**config.mk**
```make
export PLATFORM = sky130hd
export DESIGN_NAME = touch_two_point_calibration
export DESIGN_NICKNAME = d
export VERILOG_FILES = /design/src/rtl/tpcal_pkg.sv /design/src/rtl/touch_two_point_calibration.sv
export SDC_FILE = /design/constraint.sdc
export NUM_CORES = 2
export LEC_CHECK = 0
export BUFFER_PORTS_ARGS = -buffer_cell sky130_fd_sc_hd__buf_2
export CAP_MARGIN = 20
export CORE_MARGIN = 1.5
export CORE_UTILIZATION = 30
export DETAILED_ROUTE_END_ITERATION = 6
export PLACE_DENSITY_LB_ADDON = 0.12
export SLEW_MARGIN = 40
export SYNTH_ARGS = -nofsm -noshare
export SYNTH_HDL_FRONTEND = slang
export SYNTH_SLANG_ARGS = --single-unit
```
**constraint.sdc**
```tcl
create_clock -name i_clk -period 12.2 [get_ports i_clk]
set_clock_uncertainty 0.2 [all_clocks]
set_input_delay 1.83 -clock i_clk [delete_from_list [all_inputs] [get_ports i_clk]]
set_output_delay 1.83 -clock i_clk [all_outputs]
set_load 0.02 [all_outputs]
```
**src/rtl/tpcal_pkg.sv**
```systemverilog
// types, constants and control store of the two point touch calibrator
package tpcal_pkg;

    localparam int SAMPLES_PER_CORNER = 3;

    localparam int RAW_W    = 12;
    localparam int RES_W    = 12;
    localparam int INSET_W  = 10;
    localparam int CNT_W    = 5;
    localparam int SUM_W    = 17;
    localparam int GAIN_W   = 16;
    localparam int OFF_W    = 32;
    localparam int OUT_W    = 16;
    localparam int PROD_W   = GAIN_W + RAW_W + 1;
    localparam int DIFF_W   = RES_W + 2;
    localparam int NUM_W    = DIFF_W + 11;
    localparam int KINS_W   = INSET_W + 10;
    localparam int T_W      = 34;
    localparam int D_W      = RAW_W + 1;
    localparam int DIV_W    = 34;
    localparam int Q_W      = DIV_W + 1;
    localparam int DIV_STEPS = DIV_W / 2;
    localparam int DCNT_W   = $clog2(DIV_STEPS + 1);
    localparam int PC_W     = 5;

    localparam logic [9:0] SCALE = 10'd1000;

    localparam logic [1:0] PH_TOP_LEFT     = 2'd0;
    localparam logic [1:0] PH_BOTTOM_RIGHT = 2'd1;
    localparam logic [1:0] PH_WAIT_LEAVE   = 2'd2;
    localparam logic [1:0] PH_READY        = 2'd3;

    localparam logic [1:0] REG_HOR_RES      = 2'd0;
    localparam logic [1:0] REG_VER_RES      = 2'd1;
    localparam logic [1:0] REG_TARGET_INSET = 2'd2;

    localparam logic [PC_W-1:0] A_FETCH    = 5'd0;
    localparam logic [PC_W-1:0] A_DISPATCH = 5'd1;
    localparam logic [PC_W-1:0] A_MAP      = 5'd10;
    localparam logic [PC_W-1:0] A_SOLVE    = 5'd14;
    localparam logic [PC_W-1:0] A_ERR      = 5'd21;
    localparam logic [PC_W-1:0] A_EMIT     = 5'd22;

    typedef enum logic [3:0] {
        OP_NOP,
        OP_FETCH,
        OP_ACC,
        OP_LD_SUMX,
        OP_LD_SUMY,
        OP_LD_MAPX,
        OP_LD_MAPY,
        OP_LD_NUMX,
        OP_LD_NUMY,
        OP_LD_OFFX,
        OP_LD_OFFY,
        OP_DIV,
        OP_ERR,
        OP_EMIT
    } t_op;

    typedef enum logic [2:0] {
        C_NONE,
        C_ALWAYS,
        C_POLL_PRESSED,
        C_POLL,
        C_READY,
        C_WAIT,
        C_COUNT_SHORT,
        C_SPAN_ZERO
    } t_cond;

    typedef enum logic [2:0] {
        D_NONE,
        D_CORNX,
        D_CORNY,
        D_HELDX,
        D_HELDY,
        D_GAINX,
        D_GAINY
    } t_dest;

    typedef struct packed {
        t_op             op;
        t_cond           cond;
        t_dest           dest;
        logic [PC_W-1:0] target;
    } t_uword;

    function automatic t_uword rom_word(input logic [PC_W-1:0] pc);
        t_uword w;
        case (pc)
            5'd0:  w = '{OP_FETCH,   C_NONE,         D_NONE,  A_FETCH};
            5'd1:  w = '{OP_NOP,     C_POLL_PRESSED, D_NONE,  A_MAP};
            5'd2:  w = '{OP_NOP,     C_POLL,         D_NONE,  A_EMIT};
            5'd3:  w = '{OP_NOP,     C_READY,        D_NONE,  A_EMIT};
            5'd4:  w = '{OP_NOP,     C_WAIT,         D_NONE,  A_SOLVE};
            5'd5:  w = '{OP_ACC,     C_COUNT_SHORT,  D_NONE,  A_EMIT};
            5'd6:  w = '{OP_LD_SUMX, C_NONE,         D_NONE,  A_FETCH};
            5'd7:  w = '{OP_DIV,     C_NONE,         D_CORNX, A_FETCH};
            5'd8:  w = '{OP_LD_SUMY, C_NONE,         D_NONE,  A_FETCH};
            5'd9:  w = '{OP_DIV,     C_ALWAYS,       D_CORNY, A_EMIT};
            5'd10: w = '{OP_LD_MAPX, C_NONE,         D_NONE,  A_FETCH};
            5'd11: w = '{OP_DIV,     C_NONE,         D_HELDX, A_FETCH};
            5'd12: w = '{OP_LD_MAPY, C_NONE,         D_NONE,  A_FETCH};
            5'd13: w = '{OP_DIV,     C_ALWAYS,       D_HELDY, A_EMIT};
            5'd14: w = '{OP_NOP,     C_SPAN_ZERO,    D_NONE,  A_ERR};
            5'd15: w = '{OP_LD_NUMX, C_NONE,         D_NONE,  A_FETCH};
            5'd16: w = '{OP_DIV,     C_NONE,         D_GAINX, A_FETCH};
            5'd17: w = '{OP_LD_OFFX, C_NONE,         D_NONE,  A_FETCH};
            5'd18: w = '{OP_LD_NUMY, C_NONE,         D_NONE,  A_FETCH};
            5'd19: w = '{OP_DIV,     C_NONE,         D_GAINY, A_FETCH};
            5'd20: w = '{OP_LD_OFFY, C_ALWAYS,       D_NONE,  A_EMIT};
            5'd21: w = '{OP_ERR,     C_NONE,         D_NONE,  A_FETCH};
            5'd22: w = '{OP_EMIT,    C_ALWAYS,       D_NONE,  A_FETCH};
            default: w = '{OP_NOP,   C_ALWAYS,       D_NONE,  A_FETCH};
        endcase
        return w;
    endfunction

    function automatic logic signed [OUT_W-1:0] sat16(input logic signed [Q_W-1:0] v);
        logic signed [OUT_W-1:0] r;
        if (v > Q_W'(32767)) begin
            r = 16'sh7fff;
        end else if (v < Q_W'(-32768)) begin
            r = 16'sh8000;
        end else begin
            r = v[OUT_W-1:0];
        end
        return r;
    endfunction

endpackage

```
**src/rtl/touch_two_point_calibration.sv**
```systemverilog
// two point touch calibrator top level: microcoded sequencer and datapath
//
// Each transaction on the input channel gives exactly one result transaction. Items are
// handled one at a time by a microcode sequencer that owns a shared signed divider retiring
// two quotient bits per cycle over a 34 bit dividend (17 iterations plus load and writeback).
// A pressed scan poll runs one division per axis; the click that solves the calibration runs
// two divisions, and the click that closes a corner two divisions by the sample count. The
// click that meets a zero span, released polls, ignored clicks and accumulating clicks use no
// division. A finished result waits in an output register, so the next item is taken while
// it is still stalled.
// The configuration port is always ready and must only be written while the block is idle.
module touch_two_point_calibration (
    input  logic                                   i_clk,
    input  logic                                   i_rst_n,
    input  logic                                   i_valid,
    output logic                                   o_stall,
    input  logic                                   i_cmd,
    input  logic                                   i_is_pressed,
    input  logic [tpcal_pkg::RAW_W-1:0]            i_raw_x,
    input  logic [tpcal_pkg::RAW_W-1:0]            i_raw_y,
    output logic                                   o_valid,
    input  logic                                   i_stall,
    output logic signed [tpcal_pkg::OUT_W-1:0]     o_out_x,
    output logic signed [tpcal_pkg::OUT_W-1:0]     o_out_y,
    output logic                                   o_out_pressed,
    output logic [1:0]                             o_phase,
    output logic                                   o_calib_error,
    input  logic                                   i_cfg_valid,
    output logic                                   o_cfg_ready,
    input  logic [1:0]                             i_cfg_index,
    input  logic [tpcal_pkg::RES_W-1:0]            i_cfg_data
);

    // configuration
    logic [tpcal_pkg::RES_W-1:0]            r_hor_res;
    logic [tpcal_pkg::RES_W-1:0]            r_ver_res;
    logic [tpcal_pkg::INSET_W-1:0]          r_inset;

    // calibration state
    logic [1:0]                             r_phase;
    logic [tpcal_pkg::CNT_W-1:0]            r_count;
    logic [tpcal_pkg::SUM_W-1:0]            r_sum_x;
    logic [tpcal_pkg::SUM_W-1:0]            r_sum_y;
    logic [tpcal_pkg::RAW_W-1:0]            r_corner_x [2];
    logic [tpcal_pkg::RAW_W-1:0]            r_corner_y [2];
    logic signed [tpcal_pkg::GAIN_W-1:0]    r_gain_x;
    logic signed [tpcal_pkg::GAIN_W-1:0]    r_gain_y;
    logic signed [tpcal_pkg::OFF_W-1:0]     r_off_x;
    logic signed [tpcal_pkg::OFF_W-1:0]     r_off_y;
    logic signed [tpcal_pkg::OUT_W-1:0]     r_held_x;
    logic signed [tpcal_pkg::OUT_W-1:0]     r_held_y;

    // current item
    logic                                   r_cmd;
    logic                                   r_press;
    logic [tpcal_pkg::RAW_W-1:0]            r_raw_x;
    logic [tpcal_pkg::RAW_W-1:0]            r_raw_y;
    logic                                   r_err;

    // sequencer and divider
    logic [tpcal_pkg::PC_W-1:0]             r_pc;
    logic [tpcal_pkg::PC_W-1:0]             n_pc;
    logic signed [tpcal_pkg::T_W-1:0]       r_t;
    logic signed [tpcal_pkg::D_W-1:0]       r_d;
    logic                                   r_run;
    logic [tpcal_pkg::DCNT_W-1:0]           r_dcnt;
    logic [tpcal_pkg::DIV_W-1:0]            r_quo;
    logic [tpcal_pkg::DIV_W-1:0]            n_quo;
    logic [tpcal_pkg::RAW_W-1:0]            r_rem;
    logic [tpcal_pkg::RAW_W-1:0]            n_rem;
    logic [tpcal_pkg::RAW_W-1:0]            r_dvs;
    logic                                   r_neg;

    // output register
    logic                                   r_o_valid;
    logic signed [tpcal_pkg::OUT_W-1:0]     r_o_x;
    logic signed [tpcal_pkg::OUT_W-1:0]     r_o_y;
    logic                                   r_o_pressed;
    logic [1:0]                             r_o_phase;
    logic                                   r_o_err;

    tpcal_pkg::t_uword                      w;
    logic                                   jump;
    logic                                   done;
    logic                                   span_zero;
    logic                                   sel_y;

    logic signed [tpcal_pkg::GAIN_W-1:0]    mul_g;
    logic [tpcal_pkg::RAW_W-1:0]            mul_r;
    logic signed [tpcal_pkg::PROD_W-1:0]    prod;
    logic signed [tpcal_pkg::OFF_W-1:0]     off_sel;
    logic signed [tpcal_pkg::T_W-1:0]       map_t;
    logic [tpcal_pkg::RES_W-1:0]            res_sel;
    logic signed [tpcal_pkg::DIFF_W-1:0]    diff;
    logic signed [tpcal_pkg::NUM_W-1:0]     num;
    logic signed [tpcal_pkg::D_W-1:0]       span_sel;
    logic [tpcal_pkg::KINS_W-1:0]           inset_k;
    logic signed [tpcal_pkg::T_W-1:0]       off_new;

    logic [tpcal_pkg::T_W-1:0]              abs_t;
    logic [tpcal_pkg::D_W-1:0]              abs_d;
    logic [tpcal_pkg::RAW_W:0]              trial1;
    logic [tpcal_pkg::RAW_W:0]              trial2;
    logic                                   ge1;
    logic                                   ge2;
    logic [tpcal_pkg::RAW_W-1:0]            rem1;
    logic signed [tpcal_pkg::Q_W-1:0]       q_signed;
    logic signed [tpcal_pkg::OUT_W-1:0]     q_sat;

    assign w = tpcal_pkg::rom_word(r_pc);

    assign span_zero = (r_corner_x[1] == r_corner_x[0]) || (r_corner_y[1] == r_corner_y[0]);

    always_comb begin
        case (w.cond)
            tpcal_pkg::C_NONE:         jump = 1'b0;
            tpcal_pkg::C_ALWAYS:       jump = 1'b1;
            tpcal_pkg::C_POLL_PRESSED: jump = r_cmd && r_press;
            tpcal_pkg::C_POLL:         jump = r_cmd;
            tpcal_pkg::C_READY:        jump = (r_phase == tpcal_pkg::PH_READY);
            tpcal_pkg::C_WAIT:         jump = (r_phase == tpcal_pkg::PH_WAIT_LEAVE);
            tpcal_pkg::C_COUNT_SHORT:
                jump = (r_count < tpcal_pkg::CNT_W'(tpcal_pkg::SAMPLES_PER_CORNER - 1));
            tpcal_pkg::C_SPAN_ZERO:    jump = span_zero;
            default:                   jump = 1'b0;
        endcase
    end

    always_comb begin
        case (w.op)
            tpcal_pkg::OP_FETCH: done = i_valid;
            tpcal_pkg::OP_DIV:
                done = r_run && (r_dcnt == tpcal_pkg::DCNT_W'(tpcal_pkg::DIV_STEPS));
            tpcal_pkg::OP_EMIT:  done = !r_o_valid || !i_stall;
            default:             done = 1'b1;
        endcase
    end

    always_comb begin
        if (!done) begin
            n_pc = r_pc;
        end else if (jump) begin
            n_pc = w.target;
        end else begin
            n_pc = r_pc + tpcal_pkg::PC_W'(1);
        end
    end

    // shared multiplier and operand selection
    assign sel_y = (w.op == tpcal_pkg::OP_LD_MAPY) || (w.op == tpcal_pkg::OP_LD_OFFY)
                || (w.op == tpcal_pkg::OP_LD_NUMY);

    always_comb begin
        case (w.op)
            tpcal_pkg::OP_LD_MAPX: mul_r = r_raw_x;
            tpcal_pkg::OP_LD_MAPY: mul_r = r_raw_y;
            tpcal_pkg::OP_LD_OFFX: mul_r = r_corner_x[0];
            tpcal_pkg::OP_LD_OFFY: mul_r = r_corner_y[0];
            default:               mul_r = r_raw_x;
        endcase
    end

    assign mul_g    = sel_y ? r_gain_y : r_gain_x;
    assign off_sel  = sel_y ? r_off_y : r_off_x;
    assign prod     = tpcal_pkg::PROD_W'(mul_g) * tpcal_pkg::PROD_W'($signed({1'b0, mul_r}));
    assign map_t    = tpcal_pkg::T_W'(prod) + tpcal_pkg::T_W'(off_sel);

    assign res_sel  = sel_y ? r_ver_res : r_hor_res;
    assign diff     = $signed({2'b00, res_sel}) - $signed({3'b000, r_inset, 1'b0});
    assign num      = tpcal_pkg::NUM_W'(diff)
                    * tpcal_pkg::NUM_W'($signed({1'b0, tpcal_pkg::SCALE}));
    assign span_sel = sel_y ? ($signed({1'b0, r_corner_y[1]}) - $signed({1'b0, r_corner_y[0]}))
                            : ($signed({1'b0, r_corner_x[1]}) - $signed({1'b0, r_corner_x[0]}));

    assign inset_k  = tpcal_pkg::KINS_W'(r_inset) * tpcal_pkg::KINS_W'(tpcal_pkg::SCALE);
    assign off_new  = tpcal_pkg::T_W'($signed({1'b0, inset_k})) - tpcal_pkg::T_W'(prod);

    // divider: magnitudes, two restoring steps per cycle
    assign abs_t = r_t[tpcal_pkg::T_W-1] ? tpcal_pkg::T_W'(-r_t) : tpcal_pkg::T_W'(r_t);
    assign abs_d = r_d[tpcal_pkg::D_W-1] ? tpcal_pkg::D_W'(-r_d) : tpcal_pkg::D_W'(r_d);

    assign trial1 = {r_rem, r_quo[tpcal_pkg::DIV_W-1]};
    assign ge1    = trial1 >= {1'b0, r_dvs};
    assign rem1   = ge1 ? tpcal_pkg::RAW_W'(trial1 - {1'b0, r_dvs})
                        : trial1[tpcal_pkg::RAW_W-1:0];
    assign trial2 = {rem1, r_quo[tpcal_pkg::DIV_W-2]};
    assign ge2    = trial2 >= {1'b0, r_dvs};
    assign n_rem  = ge2 ? tpcal_pkg::RAW_W'(trial2 - {1'b0, r_dvs})
                        : trial2[tpcal_pkg::RAW_W-1:0];
    assign n_quo  = {r_quo[tpcal_pkg::DIV_W-3:0], ge1, ge2};

    assign q_signed = r_neg ? -$signed({1'b0, r_quo}) : $signed({1'b0, r_quo});
    assign q_sat    = tpcal_pkg::sat16(q_signed);

    always_ff @(posedge i_clk) begin
        if (!i_rst_n) begin
            r_hor_res     <= 12'd480;
            r_ver_res     <= 12'd272;
            r_inset       <= 10'd18;
            r_phase       <= tpcal_pkg::PH_TOP_LEFT;
            r_count       <= '0;
            r_sum_x       <= '0;
            r_sum_y       <= '0;
            r_corner_x[0] <= '0;
            r_corner_x[1] <= '0;
            r_corner_y[0] <= '0;
            r_corner_y[1] <= '0;
            r_gain_x      <= 16'sd1000;
            r_gain_y      <= 16'sd1000;
            r_off_x       <= '0;
            r_off_y       <= '0;
            r_held_x      <= '0;
            r_held_y      <= '0;
            r_err         <= 1'b0;
            r_pc          <= tpcal_pkg::A_FETCH;
            r_run         <= 1'b0;
            r_dcnt        <= '0;
            r_o_valid     <= 1'b0;
        end else begin
            r_pc <= n_pc;

            if (i_cfg_valid) begin
                case (i_cfg_index)
                    tpcal_pkg::REG_HOR_RES:      r_hor_res <= i_cfg_data;
                    tpcal_pkg::REG_VER_RES:      r_ver_res <= i_cfg_data;
                    tpcal_pkg::REG_TARGET_INSET: r_inset   <= i_cfg_data[tpcal_pkg::INSET_W-1:0];
                    default: ;
                endcase
            end

            if (r_o_valid && !i_stall) begin
                r_o_valid <= 1'b0;
            end

            case (w.op)
                tpcal_pkg::OP_FETCH: begin
                    if (i_valid) begin
                        r_cmd   <= i_cmd;
                        r_press <= i_is_pressed;
                        r_raw_x <= i_raw_x;
                        r_raw_y <= i_raw_y;
                        r_err   <= 1'b0;
                    end
                end
                tpcal_pkg::OP_ACC: begin
                    r_sum_x <= r_sum_x + tpcal_pkg::SUM_W'(r_raw_x);
                    r_sum_y <= r_sum_y + tpcal_pkg::SUM_W'(r_raw_y);
                    r_count <= r_count + tpcal_pkg::CNT_W'(1);
                end
                tpcal_pkg::OP_LD_SUMX: begin
                    r_t <= tpcal_pkg::T_W'(r_sum_x);
                    r_d <= tpcal_pkg::D_W'(tpcal_pkg::SAMPLES_PER_CORNER);
                end
                tpcal_pkg::OP_LD_SUMY: begin
                    r_t <= tpcal_pkg::T_W'(r_sum_y);
                    r_d <= tpcal_pkg::D_W'(tpcal_pkg::SAMPLES_PER_CORNER);
                end
                tpcal_pkg::OP_LD_MAPX, tpcal_pkg::OP_LD_MAPY: begin
                    r_t <= map_t;
                    r_d <= tpcal_pkg::D_W'(tpcal_pkg::SCALE);
                end
                tpcal_pkg::OP_LD_NUMX, tpcal_pkg::OP_LD_NUMY: begin
                    r_t <= tpcal_pkg::T_W'(num);
                    r_d <= span_sel;
                end
                tpcal_pkg::OP_LD_OFFX: begin
                    r_off_x <= off_new[tpcal_pkg::OFF_W-1:0];
                end
                tpcal_pkg::OP_LD_OFFY: begin
                    r_off_y <= off_new[tpcal_pkg::OFF_W-1:0];
                    r_phase <= tpcal_pkg::PH_READY;
                end
                tpcal_pkg::OP_DIV: begin
                    if (!r_run) begin
                        r_run  <= 1'b1;
                        r_dcnt <= '0;
                        r_quo  <= abs_t[tpcal_pkg::DIV_W-1:0];
                        r_rem  <= '0;
                        r_dvs  <= abs_d[tpcal_pkg::RAW_W-1:0];
                        r_neg  <= r_t[tpcal_pkg::T_W-1] ^ r_d[tpcal_pkg::D_W-1];
                    end else if (r_dcnt != tpcal_pkg::DCNT_W'(tpcal_pkg::DIV_STEPS)) begin
                        r_quo  <= n_quo;
                        r_rem  <= n_rem;
                        r_dcnt <= r_dcnt + tpcal_pkg::DCNT_W'(1);
                    end else begin
                        r_run <= 1'b0;
                        case (w.dest)
                            tpcal_pkg::D_CORNX: begin
                                r_corner_x[r_phase[0]] <= r_quo[tpcal_pkg::RAW_W-1:0];
                            end
                            tpcal_pkg::D_CORNY: begin
                                r_corner_y[r_phase[0]] <= r_quo[tpcal_pkg::RAW_W-1:0];
                                r_sum_x <= '0;
                                r_sum_y <= '0;
                                r_count <= '0;
                                r_phase <= (r_phase == tpcal_pkg::PH_TOP_LEFT)
                                         ? tpcal_pkg::PH_BOTTOM_RIGHT : tpcal_pkg::PH_WAIT_LEAVE;
                            end
                            tpcal_pkg::D_HELDX: r_held_x <= q_sat;
                            tpcal_pkg::D_HELDY: r_held_y <= q_sat;
                            tpcal_pkg::D_GAINX: r_gain_x <= q_sat;
                            tpcal_pkg::D_GAINY: r_gain_y <= q_sat;
                            default: ;
                        endcase
                    end
                end
                tpcal_pkg::OP_ERR: begin
                    r_err   <= 1'b1;
                    r_sum_x <= '0;
                    r_sum_y <= '0;
                    r_count <= '0;
                    r_phase <= tpcal_pkg::PH_TOP_LEFT;
                end
                tpcal_pkg::OP_EMIT: begin
                    if (!r_o_valid || !i_stall) begin
                        r_o_valid   <= 1'b1;
                        r_o_x       <= r_held_x;
                        r_o_y       <= r_held_y;
                        r_o_pressed <= r_cmd && r_press;
                        r_o_phase   <= r_phase;
                        r_o_err     <= r_err;
                    end
                end
                default: ;
            endcase
        end
    end

    assign o_stall       = (w.op != tpcal_pkg::OP_FETCH);
    assign o_cfg_ready   = 1'b1;
    assign o_valid       = r_o_valid;
    assign o_out_x       = r_o_x;
    assign o_out_y       = r_o_y;
    assign o_out_pressed = r_o_pressed;
    assign o_phase       = r_o_phase;
    assign o_calib_error = r_o_err;

    a_err_restarts: assert property (@(posedge i_clk) disable iff (!i_rst_n)
        (o_valid && o_calib_error) |-> (o_phase == tpcal_pkg::PH_TOP_LEFT))
        else $error("calibration error reported without restart");

    a_div_nonzero: assert property (@(posedge i_clk) disable iff (!i_rst_n)
        (w.op == tpcal_pkg::OP_DIV && !r_run) |-> (r_d != '0))
        else $error("divider started with zero divisor");

    a_fetch_dispatch: assert property (@(posedge i_clk) disable iff (!i_rst_n)
        (i_valid && !o_stall) |=> (r_pc == tpcal_pkg::A_DISPATCH))
        else $error("accepted transaction not dispatched");

    a_press_only_poll: assert property (@(posedge i_clk) disable iff (!i_rst_n)
        (w.op == tpcal_pkg::OP_EMIT && r_cmd == 1'b0) |-> !(r_cmd && r_press))
        else $error("click reported as pressed");

endmodule
```
Yosys cells after proc, flatten, opt, wreduce, memory -nomap -nowiden
Memory sizes are Yosys's and may differ from the RTL's. A register that Yosys moved wholly into a read port is not among the register bits.
Cells that the tools add are included.
W data, S select, Z words.
{"block": "classes", "add_sub_neg": 15, "n_mul": 3, "order_cmp": 5, "eq_ne": 40, "mux": 64, "bitwise": 3, "reduce_logical": 39}
{"cell": "$pmux W34 S4", "n": 1}
{"cell": "$mux W34", "n": 3}
{"cell": "$pmux W17 S3", "n": 2}
{"cell": "$mux W12", "n": 7}
{"cell": "$mux W17", "n": 3}
{"cell": "$mux W16", "n": 3}
{"cell": "$mux W5", "n": 8}
{"cell": "$pmux W13 S3", "n": 1}
{"cell": "$pmux W12 S3", "n": 1}
{"cell": "$gt A35 B16 Y1 const B", "n": 1}
{"cell": "$lt A35 B16 Y1 const B", "n": 1}
{"cell": "$mux W35", "n": 1}
{"cell": "$neg A34 Y35", "n": 1}
{"cell": "$add A17 B12 Y17", "n": 2}
{"cell": "$neg A34 Y34", "n": 1}
{"cell": "$add A29 B32 Y33", "n": 1}
{"cell": "$mux W32", "n": 1}
{"cell": "$sub A21 B29 Y30", "n": 1}
{"cell": "$mul A16 B13 Y29", "n": 1}
{"cell": "$ge A13 B12 Y1", "n": 2}
{"cell": "$sub A12 B12 Y13", "n": 2}
{"cell": "$eq A12 B12 Y1", "n": 2}
{"cell": "$eq A4 B4 Y1 const B", "n": 6}
{"cell": "$reduce_and A4 Y1", "n": 6}
{"cell": "other kinds (42)", "n": 111}
{"block": "word_totals", "ff_bits": 384, "ramBits": 48, "mem_bits_ro": 480, "in_bits": 45, "out_inout_bits": 39, "word_cells": 205, "n_memories": 3}
{"memory": "(name not given)", "words": 32, "word_bits": 15, "read_ports": 1, "rd_ports_with_merged_regs": 1, "wr": 0, "line_no": "tpcal_pkg.sv:91", "rtl": "case (pc)"}
{"memory": "r_corner_x", "words": 2, "word_bits": 12, "read_ports": 2, "rd_ports_with_merged_regs": 0, "wr": 2, "line_no": "touch_two_point_calibration.sv:44", "rtl": "logic [tpcal_pkg::RAW_W-1:0] r_corner_x [2];"}
{"memory": "r_corner_y", "words": 2, "word_bits": 12, "read_ports": 2, "rd_ports_with_merged_regs": 0, "wr": 2, "line_no": "touch_two_point_calibration.sv:45", "rtl": "logic [tpcal_pkg::RAW_W-1:0] r_corner_y [2];"}

Logic depth before layout (Yosys ltp)
{"block": "depth", "depth_word": 9, "mapped_depth": 40, "depth_no_buf": 36}

Worst setup path after synthesis
Ideal clock, no wire load.
{"block": "synth_path", "path_kind": "register to register", "startpoint": "reg w[11] (netlist name)", "endpoint": "reg r_t[29] (netlist name), data pin", "setup_time_ns": 0.266, "t_arrival_ns": 9.255, "required_ns": 11.734, "setup_slack_ns": 2.479, "path_stages_with_launch": 37, "n_path_buf": 4, "cell_sequence": "dfxtp_1 -> buf_2 -> or3b_2 -> nand2_1 -> clkbuf_1 -> buf_1 -> mux2i_1 -> nor2_1 -> fa_1 -> inv_1 -> fa_1 -> inv_1 -> fa_1 -> fa_1 -> inv_1 -> fa_1 -> inv_1 -> ha_1 -> and4_1 -> nor3b_1 -> nor2_1 -> nand3_1 -> a21oi_1 -> xnor2_1 -> ha_1 -> clkbuf_1 -> nand4_1 -> nor2_1 -> a2111oi_0 -> a21oi_1 -> a311o_1 -> a31oi_1 -> nor4b_1 -> o211ai_1 -> a21oi_1 -> a22o_1 -> or3b_1"}
{"block": "synth_via", "elab_chain_cells": 7, "word_cells_on_any_way": 21}
{"item": "$eq A4 B3 Y1 / $eq A4 B4 Y1 (equally long branches)", "line_no": "touch_two_point_calibration.sv:150, touch_two_point_calibration.sv:154, touch_two_point_calibration.sv:235"}
{"item": "$logic_or A1 B1 Y1", "line_no": "touch_two_point_calibration.sv:150", "rtl": "assign sel_y = (w.op == tpcal_pkg::OP_LD_MAPY) || (w.op == tpcal_pkg::OP_LD_OFFY)"}
{"item": "$logic_or A1 B1 Y1", "line_no": "touch_two_point_calibration.sv:151", "rtl": "|| (w.op == tpcal_pkg::OP_LD_NUMY);"}
{"item": "$mux W16 / $mux W12 (equally long branches)", "line_no": "touch_two_point_calibration.sv:163, touch_two_point_calibration.sv:168"}
{"item": "$mul A16 B13 Y29 / $sub A12 B11 Y13 (equally long branches)", "line_no": "touch_two_point_calibration.sv:165, touch_two_point_calibration.sv:169"}
{"item": "$add A29 B32 Y33 / $mul A13 B8 Y21 (equally long branches)", "line_no": "touch_two_point_calibration.sv:166, touch_two_point_calibration.sv:171"}
{"item": "$pmux W34 S4 (*)", "line_no": "touch_two_point_calibration.sv:235", "rtl": "case (w.op)"}
{"item": "end signal, assigned", "line_no": "touch_two_point_calibration.sv:251", "rtl": "r_t <= tpcal_pkg::T_W'(r_sum_x);"}
{"item": "end signal, assigned", "line_no": "touch_two_point_calibration.sv:255", "rtl": "r_t <= tpcal_pkg::T_W'(r_sum_y);"}
{"item": "end signal, assigned", "line_no": "touch_two_point_calibration.sv:259", "rtl": "r_t <= map_t;"}
{"item": "end, declared", "line_no": "touch_two_point_calibration.sv:63", "rtl": "logic signed [tpcal_pkg::T_W-1:0] r_t;"}
Mark *: on every way between the ends. The rest lies on a longest branch, timed or not.
A chain may end at the register's enable or synchronous reset.

Worst setup path in the final report
{"block": "layout_path", "startpoint": "reg w[13] (netlist name)", "endpoint": "reg r_t[29] (netlist name), data pin"}
{"block": "layout_via", "elab_chain_cells": 7, "word_cells_on_any_way": 21}
{"item": "$eq A4 B3 Y1 / $eq A4 B4 Y1 (equally long branches)", "line_no": "touch_two_point_calibration.sv:150, touch_two_point_calibration.sv:154, touch_two_point_calibration.sv:235"}
{"item": "$logic_or A1 B1 Y1", "line_no": "touch_two_point_calibration.sv:150"}
{"item": "$logic_or A1 B1 Y1", "line_no": "touch_two_point_calibration.sv:151"}
{"item": "$mux W16 / $mux W12 (equally long branches)", "line_no": "touch_two_point_calibration.sv:163, touch_two_point_calibration.sv:168"}
{"item": "$mul A16 B13 Y29 / $sub A12 B11 Y13 (equally long branches)", "line_no": "touch_two_point_calibration.sv:165, touch_two_point_calibration.sv:169"}
{"item": "$add A29 B32 Y33 / $mul A13 B8 Y21 (equally long branches)", "line_no": "touch_two_point_calibration.sv:166, touch_two_point_calibration.sv:171"}
{"item": "$pmux W34 S4 (*)", "line_no": "touch_two_point_calibration.sv:235"}
Marks and branches as above.

==> results.rst <==
.. list-table::
   :header-rows: 1

   * - Metric
     - Value
   * - Status
     - complete, but fails checks
   * - Failing checks
     - DRC
   * - WP data required
     - about 12 ns
   * - Inserted Clock Buffers
     - 55
   * - Largest buffer count on any clock path
     - 3
   * - TritonCTS clock tree
     - built
   * - Maximum number of pins on one net before global-route repair
     - 83
   * - Number of antenna violations at the first check in global routing
     - 2
   * - FILL cells
     - approximately 13000
   * - Count of port buffers added during placement
     - 82
   * - Vertical extent of the die
     - 354 um
   * - Drt drc
     - 1
   * - First-pass GRT wire length
     - 183000 um
   * - Clock Sinks
     - between 400 and 500
   * - Number of nets in the synthesized netlist
     - about 4700
   * - Largest driver fanout on the critical path
     - 34
   * - Average detailed-routed wire length per instance
     - between 20 and 25 um
   * - Most frequent cells after synthesis
     - sky130_fd_sc_hd__nand2_1, sky130_fd_sc_hd__inv_1, sky130_fd_sc_hd__nor2_1
   * - Number of setup violations in the final report
     - 0
   * - Placement Rows
     - between 100 and 150
   * - Count of state elements after synthesis
     - roughly 440
   * - Async set or reset register ratio after synthesis
     - 0%
   * - Critical Setup Path Class
     - flop to flop
   * - Fin crit period
     - approximately 11 ns
   * - Fraction of layout cells with a size suffix above 1
     - 7.84%
   * - Grt total ovfl
     - 0
   * - Max-slew violations
     - 0
   * - Horiz. Die Dim
     - ~350 um
   * - Area added between synthesis and finish
     - 11.8%
   * - Count of routing violations after the opening detailed-route iteration
     - around 2200
   * - Final worst setup slack
     - 1.40 ns
   * - RSZ-0062 raised after global routing
     - no
   * - Instance count of the mapped netlist
     - slightly above 4000
   * - Number of different library cells in the post-synthesis netlist
     - between 100 and 150
   * - Final critical-path share of the clock period
     - 88.6%
   * - Area share of the largest cell type after synthesis
     - between 10% and 20%
   * - Placement-stage worst setup slack
     - approximately 1.6 ns
   * - Hold-fix buffers at CTS
     - 0
   * - Total routing usage reported by global routing
     - 19.2%
   * - Routed via count
     - roughly 29000
   * - Total die area
     - approximately 0.13 mm2
   * - Total wirelength of the detailed-routed design
     - ~120000 um
   * - Arrival @ worst endpoint
     - 11.02 ns
   * - Endpoint class of the critical path
     - flop
   * - DPL Wire Length
     - between 90000 and 100000 um
   * - Normalized max-slew margin
     - roughly 44%
   * - Element type at the critical path start
     - flop
   * - Max incr delay on CP
     - ~0.75 ns
   * - Pin slew with the least headroom to its limit
     - 0.823 ns
   * - Mean instance size in the synthesized netlist
     - 8.97 um2
   * - Sequential cell area fraction in the yosys report
     - between 20% and 30%
   * - Maximum clock frequency
     - 0.0926 GHz
   * - Count of endpoints failing hold in the final timing report
     - 0
   * - Post-CTS setup buffers
     - 0
   * - CP max-delay cell
     - sky130_fd_sc_hd__dfxtp_1
   * - Post-synthesis cell area
     - 0.0370 mm2
   * - Count of flip-flops with a built-in enable after synthesis
     - roughly 220
   * - Final-stage net count
     - 4773
   * - Cell type with the highest occurrence count on the critical path
     - sky130_fd_sc_hd__fa_1
   * - Ys flop type
     - sky130_fd_sc_hd__dfxtp_1
   * - Final Util
     - about a third
   * - Io pins
     - 84
   * - Initial Utilization
     - a little under a third
   * - Final estimated routing congestion in global placement
     - about 0.88
   * - Clock transition at the registers of the reported paths
     - roughly 0.060 ns
   * - Root buffer cell
     - sky130_fd_sc_hd__clkbuf_16
   * - Post-synth top area cell
     - sky130_fd_sc_hd__edfxtp_1
   * - Synthesis warning total
     - 0
   * - Clock latency of the later-clocked register in the worst-skew pair
     - ~0.67 ns
   * - Total core area
     - ~0.12 mm2
   * - DRT Pass-1 Iters
     - 7
   * - Max capacitance violation total
     - 0
   * - Sum Neg Setup Slack
     - 0 ns
   * - Vias in the first global route
     - approximately 28000
   * - Ranking of synthesized cells by area
     - sky130_fd_sc_hd__edfxtp_1, sky130_fd_sc_hd__fa_1, sky130_fd_sc_hd__dfxtp_1, sky130_fd_sc_hd__ha_1, sky130_fd_sc_hd__nand2_1
   * - Vias per std cell
     - roughly 5
   * - Most common cell in the synthesized netlist
     - sky130_fd_sc_hd__nand2_1
   * - Total of cells resized after clock tree synthesis
     - 0
   * - HP Class
     - flop to flop
   * - Number of H-tree levels
     - 2
   * - Final antenna-violating net count
     - 0
metrics by stage:
| stage | hold slack, ns | area (um2) | instances |
|---|---|---|---|
| CTS | 0.230 | 41300 | 5836 |
| detailed placement | 0.213 | 39400 | 5732 |
| global route | 0.241 | 41300 | 5836 |
| finish | 0.228 | 41300 | 5838 |
| global placement | 0.209 | 39300 | 5728 |
| floorplan | 0.203 | 37000 | 4124 |
path summary, 6_finish.rpt:
| path | start | endpoint | slack (ns) | cells past startpoint |
|---|---|---|---|---|
| max | w[13] | r_t[29] | 1.40 | 33 |
| max reg2reg | w[13] | r_t[29] | 1.40 | 33 |
| min reg2reg | r_held_y[5] | o_out_y[5] | 0.23 | 0 |
| min | r_held_y[5] | o_out_y[5] | 0.23 | 0 |
cells in the final DEF, fill, tap and decap left out, drive strengths merged, types with 25 or more instances in the layout:
| master | synthesis | final |
|---|---|---|
| o221a | 36 | 36 |
| ha | 300 | 300 |
| and2 | 42 | 42 |
| fa | 264 | 264 |
| clkbuf | 128 | 78 |
| inv | 477 | 478 |
| nor3 | 65 | 65 |
| a21oi | 257 | 257 |
| nand2 | 559 | 559 |
| and3 | 39 | 39 |
| o31ai | 25 | 25 |
| dfxtp | 227 | 227 |
| nand3 | 97 | 97 |
| or3 | 25 | 25 |
| nor2b | 52 | 52 |
| nand2b | 50 | 50 |
| edfxtp | 215 | 215 |
| xor2 | 105 | 105 |
| a21o | 62 | 62 |
| nor2 | 306 | 306 |
| a211oi | 30 | 30 |
| buf | 29 | 141 |
| xnor2 | 131 | 131 |
| o21ai | 216 | 216 |
| mux2i | 52 | 52 |
| nand4 | 28 | 28 |
layout make-up:
type,count,area (um2),share of cell area (%)
diodes,2,5.00,0.0121
clock buffers,78,1580,3.82
clock inverters,26,338,0.817
inverters,477,1790,4.34
multi-input cells,3047,23700,57.3
flip-flops and latches,442,11000,26.6
well taps,1625,2030,4.92
repair buffers,141,902,2.18
critical path: cells and delay by family, from the launching register on:
kind	cells	cell delay (ns)
adders and majority gates	7	3.44
and+or+nand+nor	10	1.98
DFF	1	0.75
AOI/OAI and AO/OA	10	3.41
xor gates and xnor gates	1	0.18
buffers and inverters	5	0.62
flip-flops by register name, summed over array words and instances (netlist names), 13 cells and up:
signal,flops
r_quo,34
r_t,33
r_off_x,30
r_off_y,30
r_corner_x,24
r_corner_y,24
r_sum_x,17
r_sum_y,17
o_out_x,16
o_out_y,16
r_gain_x,16
r_gain_y,16
r_held_x,16
r_held_y,16
w,15
r_d,13
routing by layer:
layer	vias up	part of all wire, %	track usage [%]
li1	14154	-	-
met1	14117	49	28.2
met2	580	45	30.1
met3	113	4.4	1.91
met4	0	2.3	4.79
met5	-	0	0
cell families after synthesis:
kind of cell	count (synthesis)	synth area share [%]
other	1	0.0101
AOI/OAI and AO/OA	831	14.6
adders and majority gates	564	24.4
DFF	442	29.8
buffers and inverters	635	6.66
muxes	65	1.80
and+or+nand+nor	1349	17.1
xor gates and xnor gates	237	5.65
Power is not shown: default switching activity piles up to over one toggle a cycle in this logic, so the estimate is an artifact.
